==> config.mk <==
export PLATFORM = sky130hd
export DESIGN_NAME = date_string_to_epoch_seconds
export DESIGN_NICKNAME = d
export VERILOG_FILES = /design/src/rtl/dse_pkg.sv /design/src/rtl/dse_parse.sv /design/src/rtl/dse_mac.sv /design/src/rtl/dse_calc.sv /design/src/rtl/date_string_to_epoch_seconds.sv
export SDC_FILE = /design/constraint.sdc
export NUM_CORES = 1
export LEC_CHECK = 0
export BUFFER_PORTS_ARGS = -buffer_cell sky130_fd_sc_hd__clkbuf_2
export CAP_MARGIN = 40
export CORE_ASPECT_RATIO = 0.6
export CORE_MARGIN = 1
export CORE_UTILIZATION = 39
export DETAILED_ROUTE_END_ITERATION = 8
export HOLD_SLACK_MARGIN = 0.1
export PLACE_DENSITY = 0.54
export SLEW_MARGIN = 5
export SYNTH_ARGS = -nofsm -noshare
export SYNTH_HDL_FRONTEND = slang
export SYNTH_HIERARCHICAL = 1
export SYNTH_SLANG_ARGS = --single-unit
==> constraint.sdc <==
create_clock -name clk -period 9.15 [get_ports clk]
set_clock_uncertainty 0.05 [all_clocks]
set_input_delay 1.3725 -clock clk [delete_from_list [all_inputs] [get_ports clk]]
set_output_delay 1.3725 -clock clk [all_outputs]
set_load 0.005 [all_outputs]
==> src/rtl/dse_pkg.sv <==
// ============================================================================
// dse_pkg : shared types and constants for the date string converter
// Character codes, calendar constants, parser state and the month table.
// ============================================================================
package dse_pkg;

    // Character codes
    localparam logic [7:0] CHAR_0 = 8'h30;
    localparam logic [7:0] CHAR_9 = 8'h39;
    localparam logic [7:0] CHAR_P = 8'h70;

    // Configuration register indexes
    localparam logic CFG_CURRENT_YEAR = 1'b0;
    localparam logic CFG_TZ_OFFSET    = 1'b1;

    // Pair positions in the string
    localparam logic [2:0] PAIR_MONTH  = 3'd0;
    localparam logic [2:0] PAIR_DAY    = 3'd1;
    localparam logic [2:0] PAIR_HOUR   = 3'd2;
    localparam logic [2:0] PAIR_MINUTE = 3'd3;
    localparam logic [2:0] PAIR_YEAR   = 3'd4;
    localparam logic [2:0] PAIRS_ALL   = 3'd5;

    // Calendar constants
    localparam int unsigned EPOCH_YEAR = 1970;
    localparam int unsigned BASE_YEAR  = 1900;
    localparam logic [7:0]  EPOCH_OFS  = 8'(EPOCH_YEAR - BASE_YEAR);
    localparam logic [7:0]  CENTURY_NONLEAP_A = 8'd0;   // 1900
    localparam logic [7:0]  CENTURY_NONLEAP_B = 8'd200; // 2100
    localparam logic [8:0]  DAYS_YEAR  = 9'd365;
    localparam logic [8:0]  DAYS_LEAP  = 9'd366;
    localparam logic [3:0]  MONTH_FEB  = 4'd2;
    localparam logic [6:0]  MAX_MONTH  = 7'd12;
    localparam logic [6:0]  MAX_DAY    = 7'd31;
    localparam logic [6:0]  HOUR_WRAP  = 7'd24;
    localparam logic [6:0]  MAX_MINUTE = 7'd59;
    localparam logic [5:0]  MAX_HOUR   = 6'd23;
    localparam logic [5:0]  PM_HOURS   = 6'd12;
    localparam logic [5:0]  HOURS_PER_DAY = 6'd24;
    localparam logic [5:0]  MIN_PER_HOUR  = 6'd60;
    localparam logic [5:0]  SEC_PER_MIN   = 6'd60;
    localparam logic [5:0]  MUL_ONE       = 6'd1;

    // Parser state, also handed to the sequencer when a string ends
    typedef struct packed {
        logic [2:0] pair_index;
        logic       parse_stopped;
        logic [3:0] held_digit;
        logic       held_valid;
        logic [7:0] cursor_char;
        logic [3:0] month_val;
        logic [5:0] day_val;
        logic [5:0] hour_val;
        logic [5:0] minute_val;
        logic [7:0] year_val;
        logic       year_given;
    } parse_t;

    // Sequencer states
    typedef enum logic [2:0] {
        S_IDLE,
        S_YEARS,
        S_MONTHS,
        S_DAY,
        S_HOUR,
        S_MIN,
        S_SEC,
        S_FIN
    } calc_state_t;

    // Month lengths, February short; index is the month number 1..12
    function automatic logic [4:0] month_len(input logic [3:0] m);
        logic [4:0] len;
        begin
            case (m)
                4'd2:                    len = 5'd28;
                4'd4, 4'd6, 4'd9, 4'd11: len = 5'd30;
                default:                 len = 5'd31;
            endcase
            return len;
        end
    endfunction

    // Gregorian leap test on years since 1900 (range 1900..2155)
    function automatic logic leap_ofs(input logic [7:0] yr);
        begin
            return (yr[1:0] == 2'b00) && (yr != CENTURY_NONLEAP_A)
                && (yr != CENTURY_NONLEAP_B);
        end
    endfunction

endpackage

==> src/rtl/dse_parse.sv <==
// ============================================================================
// dse_parse : character parser
// Collects digit pairs of an MMDDhhmm[yy][p] string one character a cycle while accept is high.
// ============================================================================
module dse_parse
(
    input  logic            clk,
    input  logic            rst_n,
    input  logic            accept,
    input  logic [7:0]      char_in,
    input  logic            last,
    output dse_pkg::parse_t pnext
);

    dse_pkg::parse_t p_reg;
    dse_pkg::parse_t p_next;

    logic       digit;
    logic [3:0] dval;
    logic [6:0] pair_v;
    logic       pair_ok;

    // Pair value and range check for the current position
    always_comb
    begin
        digit  = char_in inside {[dse_pkg::CHAR_0:dse_pkg::CHAR_9]};
        dval   = char_in[3:0];
        pair_v = {p_reg.held_digit, 3'b000} + {2'b00, p_reg.held_digit, 1'b0}
               + {3'b000, dval};
        case (p_reg.pair_index)
            dse_pkg::PAIR_MONTH:  pair_ok = (pair_v >= 7'd1) && (pair_v <= dse_pkg::MAX_MONTH);
            dse_pkg::PAIR_DAY:    pair_ok = (pair_v >= 7'd1) && (pair_v <= dse_pkg::MAX_DAY);
            dse_pkg::PAIR_HOUR:   pair_ok = (pair_v <= dse_pkg::HOUR_WRAP);
            dse_pkg::PAIR_MINUTE: pair_ok = (pair_v <= dse_pkg::MAX_MINUTE);
            default:              pair_ok = 1'b1;
        endcase
    end

    // State after feeding this character
    always_comb
    begin
        p_next = p_reg;
        if (!p_reg.parse_stopped)
        begin
            if (p_reg.pair_index >= dse_pkg::PAIRS_ALL)
            begin
                p_next.cursor_char   = char_in;
                p_next.parse_stopped = 1'b1;
            end
            else if (!p_reg.held_valid)
            begin
                if (digit)
                begin
                    p_next.held_digit = dval;
                    p_next.held_valid = 1'b1;
                end
                else
                begin
                    p_next.cursor_char   = char_in;
                    p_next.parse_stopped = 1'b1;
                end
            end
            else
            begin
                p_next.held_valid = 1'b0;
                if (digit && pair_ok)
                begin
                    case (p_reg.pair_index)
                        dse_pkg::PAIR_MONTH:  p_next.month_val  = pair_v[3:0];
                        dse_pkg::PAIR_DAY:    p_next.day_val    = pair_v[5:0];
                        dse_pkg::PAIR_HOUR:   p_next.hour_val   = pair_v[5:0];
                        dse_pkg::PAIR_MINUTE: p_next.minute_val = pair_v[5:0];
                        default:
                        begin
                            p_next.year_val   = {1'b0, pair_v};
                            p_next.year_given = 1'b1;
                        end
                    endcase
                    p_next.pair_index = p_reg.pair_index + 3'd1;
                end
                else
                begin
                    p_next.cursor_char   = {4'h3, p_reg.held_digit};
                    p_next.parse_stopped = 1'b1;
                end
            end
        end
    end

    // Parser register, cleared once a string ends
    always_ff @(posedge clk or negedge rst_n)
    begin
        if (!rst_n)
        begin
            p_reg <= '0;
        end
        else if (accept)
        begin
            if (last)
                p_reg <= '0;
            else
                p_reg <= p_next;
        end
    end

    assign pnext = p_next;

endmodule

==> src/rtl/dse_mac.sv <==
// ============================================================================
// dse_mac : shared multiply-add unit
// result = acc * mul + addend, modulo 2^32.
// ============================================================================
module dse_mac
(
    input  logic [31:0] acc,
    input  logic [5:0]  mul,
    input  logic [31:0] addend,
    output logic [31:0] result
);

    logic [37:0] prod;

    always_comb
    begin
        prod   = {6'b0, acc} * {32'b0, mul};
        result = prod[31:0] + addend;
    end

endmodule

==> src/rtl/dse_calc.sv <==
// ============================================================================
// dse_calc : conversion sequencer
// Walks years and months through the shared multiply-add unit, scales to
// seconds, adds the zone offset and holds the result for the output side.
// ============================================================================
module dse_calc
(
    input  logic            clk,
    input  logic            rst_n,
    input  logic            start,
    input  dse_pkg::parse_t pdone,
    input  logic [7:0]      current_year,
    input  logic [16:0]     tz_offset,
    output logic            idle,
    output logic            out_valid,
    input  logic            out_ready,
    output logic [31:0]     seconds,
    output logic            bad
);

    dse_pkg::calc_state_t state_reg, state_next;

    logic [31:0] acc_reg, acc_next;
    logic [7:0]  cnt_reg, cnt_next;
    logic [7:0]  eff_yr_reg, eff_yr_next;
    logic        leap_reg, leap_next;
    logic [3:0]  month_reg, month_next;
    logic [5:0]  day_reg, day_next;
    logic [4:0]  hour_reg, hour_next;
    logic [5:0]  minute_reg, minute_next;
    logic        badw_reg, badw_next;
    logic        out_valid_reg, out_valid_next;
    logic [31:0] seconds_reg, seconds_next;
    logic        bad_out_reg, bad_out_next;

    logic [5:0]  mac_mul;
    logic [31:0] mac_add;
    logic [31:0] mac_res;

    logic        hour_wrap;
    logic [5:0]  st_hour;
    logic [5:0]  st_day;
    logic [7:0]  st_yr;
    logic        st_bad;
    logic        load;

    dse_mac u_mac
    (
        .acc    (acc_reg),
        .mul    (mac_mul),
        .addend (mac_add),
        .result (mac_res)
    );

    // Start values: hour wrap, afternoon mark, year choice
    always_comb
    begin
        hour_wrap = (pdone.hour_val == dse_pkg::HOUR_WRAP[5:0]);
        st_hour   = hour_wrap ? 6'd0 : pdone.hour_val;
        st_day    = pdone.day_val + {5'd0, hour_wrap};
        if (pdone.cursor_char == dse_pkg::CHAR_P)
            st_hour = st_hour + dse_pkg::PM_HOURS;
        st_bad = (pdone.pair_index < dse_pkg::PAIR_YEAR) || (st_hour > dse_pkg::MAX_HOUR);
        st_yr  = pdone.year_given ? pdone.year_val : current_year;
        if (st_yr < dse_pkg::EPOCH_OFS)
            st_yr = dse_pkg::EPOCH_OFS;
    end

    assign load = (state_reg == dse_pkg::S_FIN) && (!out_valid_reg || out_ready);

    // Sequencer and operand selection
    always_comb
    begin
        state_next     = state_reg;
        acc_next       = acc_reg;
        cnt_next       = cnt_reg;
        eff_yr_next    = eff_yr_reg;
        leap_next      = leap_reg;
        month_next     = month_reg;
        day_next       = day_reg;
        hour_next      = hour_reg;
        minute_next    = minute_reg;
        badw_next      = badw_reg;
        seconds_next   = seconds_reg;
        bad_out_next   = bad_out_reg;
        out_valid_next = out_valid_reg && !out_ready;
        mac_mul        = dse_pkg::MUL_ONE;
        mac_add        = '0;

        case (state_reg)
            dse_pkg::S_IDLE:
            begin
                if (start)
                begin
                    acc_next    = '0;
                    cnt_next    = dse_pkg::EPOCH_OFS;
                    eff_yr_next = st_yr;
                    leap_next   = dse_pkg::leap_ofs(st_yr);
                    month_next  = pdone.month_val;
                    day_next    = st_day;
                    hour_next   = st_hour[4:0];
                    minute_next = pdone.minute_val;
                    badw_next   = st_bad;
                    state_next  = st_bad ? dse_pkg::S_FIN : dse_pkg::S_YEARS;
                end
            end
            // one whole year per cycle
            dse_pkg::S_YEARS:
            begin
                if (cnt_reg == eff_yr_reg)
                begin
                    cnt_next   = 8'd1;
                    state_next = dse_pkg::S_MONTHS;
                end
                else
                begin
                    mac_add  = {23'd0, dse_pkg::leap_ofs(cnt_reg) ? dse_pkg::DAYS_LEAP
                                                                  : dse_pkg::DAYS_YEAR};
                    acc_next = mac_res;
                    cnt_next = cnt_reg + 8'd1;
                end
            end
            // one whole month per cycle
            dse_pkg::S_MONTHS:
            begin
                if (cnt_reg >= {4'd0, month_reg})
                begin
                    state_next = dse_pkg::S_DAY;
                end
                else
                begin
                    mac_add  = {27'd0, dse_pkg::month_len(cnt_reg[3:0])}
                             + {31'd0, leap_reg && (cnt_reg[3:0] == dse_pkg::MONTH_FEB)};
                    acc_next = mac_res;
                    cnt_next = cnt_reg + 8'd1;
                end
            end
            dse_pkg::S_DAY:
            begin
                mac_add    = {26'd0, day_reg - 6'd1};
                acc_next   = mac_res;
                state_next = dse_pkg::S_HOUR;
            end
            dse_pkg::S_HOUR:
            begin
                mac_mul    = dse_pkg::HOURS_PER_DAY;
                mac_add    = {27'd0, hour_reg};
                acc_next   = mac_res;
                state_next = dse_pkg::S_MIN;
            end
            dse_pkg::S_MIN:
            begin
                mac_mul    = dse_pkg::MIN_PER_HOUR;
                mac_add    = {26'd0, minute_reg};
                acc_next   = mac_res;
                state_next = dse_pkg::S_SEC;
            end
            dse_pkg::S_SEC:
            begin
                mac_mul    = dse_pkg::SEC_PER_MIN;
                acc_next   = mac_res;
                state_next = dse_pkg::S_FIN;
            end
            // zone offset, then into the output register once it is free
            dse_pkg::S_FIN:
            begin
                mac_add = {{15{tz_offset[16]}}, tz_offset};
                if (load)
                begin
                    seconds_next   = badw_reg ? 32'd0 : mac_res;
                    bad_out_next   = badw_reg;
                    out_valid_next = 1'b1;
                    state_next     = dse_pkg::S_IDLE;
                end
            end
            default:
            begin
                state_next = dse_pkg::S_IDLE;
            end
        endcase
    end

    // Control registers
    always_ff @(posedge clk or negedge rst_n)
    begin
        if (!rst_n)
        begin
            state_reg     <= dse_pkg::S_IDLE;
            out_valid_reg <= 1'b0;
        end
        else
        begin
            state_reg     <= state_next;
            out_valid_reg <= out_valid_next;
        end
    end

    // Working and result registers
    always_ff @(posedge clk)
    begin
        acc_reg     <= acc_next;
        cnt_reg     <= cnt_next;
        eff_yr_reg  <= eff_yr_next;
        leap_reg    <= leap_next;
        month_reg   <= month_next;
        day_reg     <= day_next;
        hour_reg    <= hour_next;
        minute_reg  <= minute_next;
        badw_reg    <= badw_next;
        seconds_reg <= seconds_next;
        bad_out_reg <= bad_out_next;
    end

    assign idle      = (state_reg == dse_pkg::S_IDLE);
    assign out_valid = out_valid_reg;
    assign seconds   = seconds_reg;
    assign bad       = bad_out_reg;

`ifndef SYNTH
    a_year_walk_bound: assert property (@(posedge clk) disable iff (!rst_n)
        (state_reg == dse_pkg::S_YEARS) |-> (cnt_reg <= eff_yr_reg))
        else $error("year counter passed the target year");

    a_month_walk_bound: assert property (@(posedge clk) disable iff (!rst_n)
        (state_reg == dse_pkg::S_MONTHS) |-> (cnt_reg <= 8'd12))
        else $error("month counter past December");

    a_fin_delivers: assert property (@(posedge clk) disable iff (!rst_n)
        load |=> (out_valid_reg && (state_reg == dse_pkg::S_IDLE)))
        else $error("finished conversion not delivered");

    a_bad_reads_zero: assert property (@(posedge clk) disable iff (!rst_n)
        (out_valid_reg && bad_out_reg) |-> (seconds_reg == 32'd0))
        else $error("bad string with non-zero seconds");
`endif

endmodule

==> src/rtl/date_string_to_epoch_seconds.sv <==
// ============================================================================
// date_string_to_epoch_seconds : MMDDhhmm[yy][p] string to Unix seconds
// Parses the string one character a request, then converts the date with a
// shared multiply-add unit under a small sequencer.
// ============================================================================
//
//  channel  | signals                                   | role
//  ---------+-------------------------------------------+--------------------------
//  in       | in_valid, in_ready, char_in, last         | one character per request
//  out      | out_valid, out_ready, seconds, bad        | one result per string
//  cfg      | cfg_valid, cfg_ready, cfg_index, cfg_data | current_year, tz_offset
//
//  Characters are taken one a cycle while the sequencer is idle. A request with
//  last starts a conversion: one step per year and per month walked plus one to
//  leave each walk, four scaling steps and one zone offset step; a failed string
//  goes straight to the zone offset step. No input is taken meanwhile. A stalled
//  output holds the sequencer in its last step once a second result is ready.
//  Reset: idle, current_year 70, tz_offset 0.
//
module date_string_to_epoch_seconds
(
    input  logic        clk,
    input  logic        rst_n,
    input  logic        in_valid,
    output logic        in_ready,
    input  logic [7:0]  char_in,
    input  logic        last,
    output logic        out_valid,
    input  logic        out_ready,
    output logic [31:0] seconds,
    output logic        bad,
    input  logic        cfg_valid,
    output logic        cfg_ready,
    input  logic        cfg_index,
    input  logic [16:0] cfg_data
);

    dse_pkg::parse_t pnext;

    logic        accept;
    logic        idle;
    logic [7:0]  current_year_reg;
    logic [16:0] tz_offset_reg;

    assign in_ready  = idle;
    assign accept    = in_valid && in_ready;
    assign cfg_ready = 1'b1;

    // Configuration registers
    always_ff @(posedge clk or negedge rst_n)
    begin
        if (!rst_n)
        begin
            current_year_reg <= dse_pkg::EPOCH_OFS;
            tz_offset_reg    <= '0;
        end
        else if (cfg_valid && cfg_ready)
        begin
            case (cfg_index)
                dse_pkg::CFG_CURRENT_YEAR: current_year_reg <= cfg_data[7:0];
                dse_pkg::CFG_TZ_OFFSET:    tz_offset_reg    <= cfg_data;
                default:                   tz_offset_reg    <= tz_offset_reg;
            endcase
        end
    end

    dse_parse u_parse
    (
        .clk     (clk),
        .rst_n   (rst_n),
        .accept  (accept),
        .char_in (char_in),
        .last    (last),
        .pnext   (pnext)
    );

    dse_calc u_calc
    (
        .clk          (clk),
        .rst_n        (rst_n),
        .start        (accept && last),
        .pdone        (pnext),
        .current_year (current_year_reg),
        .tz_offset    (tz_offset_reg),
        .idle         (idle),
        .out_valid    (out_valid),
        .out_ready    (out_ready),
        .seconds      (seconds),
        .bad          (bad)
    );

endmodule

==> results.md <==
- Aggregate negative setup slack: 0 ns
- Die area: slightly above 40000 µm²
- Met1 Routed Length: approximately 23000 µm
- Layout area overhead: 9.69%
- Cell repeated most along the worst path: fa_1
- Status: completed
- Fin. Hold Viols: 0
- Commonest non-fill, non-tap cell in the layout: inv_1
- Share of cells above drive strength 1: 13.1%
- Pin count of the biggest net entering global routing: just under 60
- CTS-repair resized insts: 0
- Vias in the first global route: approximately 11000
- Die Span X: roughly 260 µm
- Fin nets: roughly 1800
- Max Fanout on Critical Path: 58
- Initial Util: roughly 40%
- Most frequent cells in the layout: 189 x inv_1, 188 x and2_1, 139 x fa_1
- CTS Hold Bufs: 0
- Crit. End Element: register
- Fmax: between 100 and 150 MHz
- Clk Latency, worst-skew pair: ~0.45 ns
- Grt ovf: 0
- Ports: slightly below 70
- CTS tree: done
- Core area: 39400 µm²
- Synth Cell Area: ~16000 µm²
- Gate count of the mapped netlist: between 1500 and 2000
- Critical Path AT: between 7 and 8 ns
- Count of final setup violators: 0
- Slew Limit Fails: 0
- Clock Tree Buf Depth: 2
- Clock sink count: about 180
- Required @ worst endpoint: a little over 9 ns
- Total GRT Usage: between 20% and 30%
- Top sig layer: met4
- Routed wire per std cell: between 15 and 20 µm
- Synthesized area per cell: ~10 µm²
- Initial detailed-routing violation count: 935
- Root Buffer Master: clkbuf_16
- Post-CTS Setup Bufs: 0
- FF-to-FF path depth: 20
- Max-cap violations: 0
- Crit path cell chain: and2_1 -> buf_4 -> inv_1 -> buf_16 -> and2_1 -> fa_1 -> fa_1 -> fa_1 -> inv_1 -> fa_1 -> inv_1 -> ha_1 -> nand2_1 -> nor2_1 -> a31oi_1 -> a21oi_2 -> a221oi_4 -> and3_1 -> or4_1 -> nor2b_1
- DRT Wirelength: just over 40000 µm
- Share of the cycle needed by the critical path after routing: about four fifths
- Antenna viol nets, final: 0
- Worst min path class: register to register
- Worst slew pin tran: around 0.93 ns
- Number of vias per cell: around 5.3
- DRC: 0
- Max incr delay on CP: about 0.9 ns
- Setup CP Type: register to register
- Yosys warns: 6
- Period minus WS final: 7.28 ns
- Worst path slowest cell: dfrtp_1
- Die height: approximately 160 µm
- Clock buffer count from CTS: 17
- Wire length on met3: 2560 µm
- Setup crit start kind: register
- Hold path cells: 1
- Setup repair after global routing missed its margin: no
- CTS clk-pin slew, worst paths: roughly 0.07 ns
- Max transition margin: a little under two fifths
- Rows: 56
- Met2 wire length: 15400 µm
- HPWL Detailed: roughly 32000 µm
- Via count: roughly 11000
- Initial antenna violation count: 1
- Final GP Congestion: between 0.8 and 0.9
- DRT Pass-1 Iters: 8
- H-Tree Depth: 4
- First-pass GRT wire length: between 60000 and 70000 µm
- IO Port Bufs: between 60 and 70
- Largest register FFs: 48
-- path summary, 6_finish.rpt --
path | to | slack [ns] | start
max | u_calc/seconds[31] | 1.87 | u_calc/state_reg[2]
min | u_parse/p_reg[8] | 0.43 | u_parse/p_reg[8]
max reg2reg | u_calc/seconds[31] | 1.87 | u_calc/state_reg[2]
min reg2reg | u_parse/p_reg[8] | 0.43 | u_parse/p_reg[8]
max in group asynchronous | current_year_reg[1] | 7.62 | rst_n
min in group asynchronous | u_parse/p_reg[40] | 0.76 | rst_n
-- through the flow --
stage / cell area [µm²] / worst slack, ns / instances / hold WS (ns) / utilization [%]
floorplan: 15700 / 2.77 / 1535 / 0.395 / -
global placement: 16600 / 1.90 / 2082 / 0.415 / 42.1
detailed placement: 16700 / 2.00 / 2087 / 0.418 / 42.3
CTS: 17200 / 1.98 / 2119 / 0.439 / 43.7
global route: 17200 / 1.58 / 2120 / 0.445 / 43.7
finish: 17200 / 1.87 / 2120 / 0.435 / 43.7
-- final cells by class --
type | count | area, µm²
clock buffers | 20 | 468
repair buffers | 86 | 543
multi-input cells | 1107 | 9700
clock inverters | 12 | 90.1
diodes | 1 | 2.50
fillers | 3813 | 22200
well taps | 522 | 653
flip-flops and latches | 181 | 5050
inverters | 191 | 717
-- per-layer routing --
layer / GRT usage (%) / vias to the layer above
met4: 4.18 / 0
met2: 26.8 / 312
met5: 0 / -
met1: 36.1 / 5630
li1: - / 5276
met3: 3.74 / 19
-- worst max-delay path, delay by kind of cell, from the launching register on --
family                   cells  cell delay (ns)
adder cells (fa/ha/maj)      5             2.37
AND/OR/NAND/NOR              7             1.90
buffers and inverters        5             1.03
flip-flops                   1             0.90
AO/OA/AOI/OAI                3             0.75
Power is not shown: default switching activity piles up to over one toggle a cycle in this logic, so the estimate is an artifact.
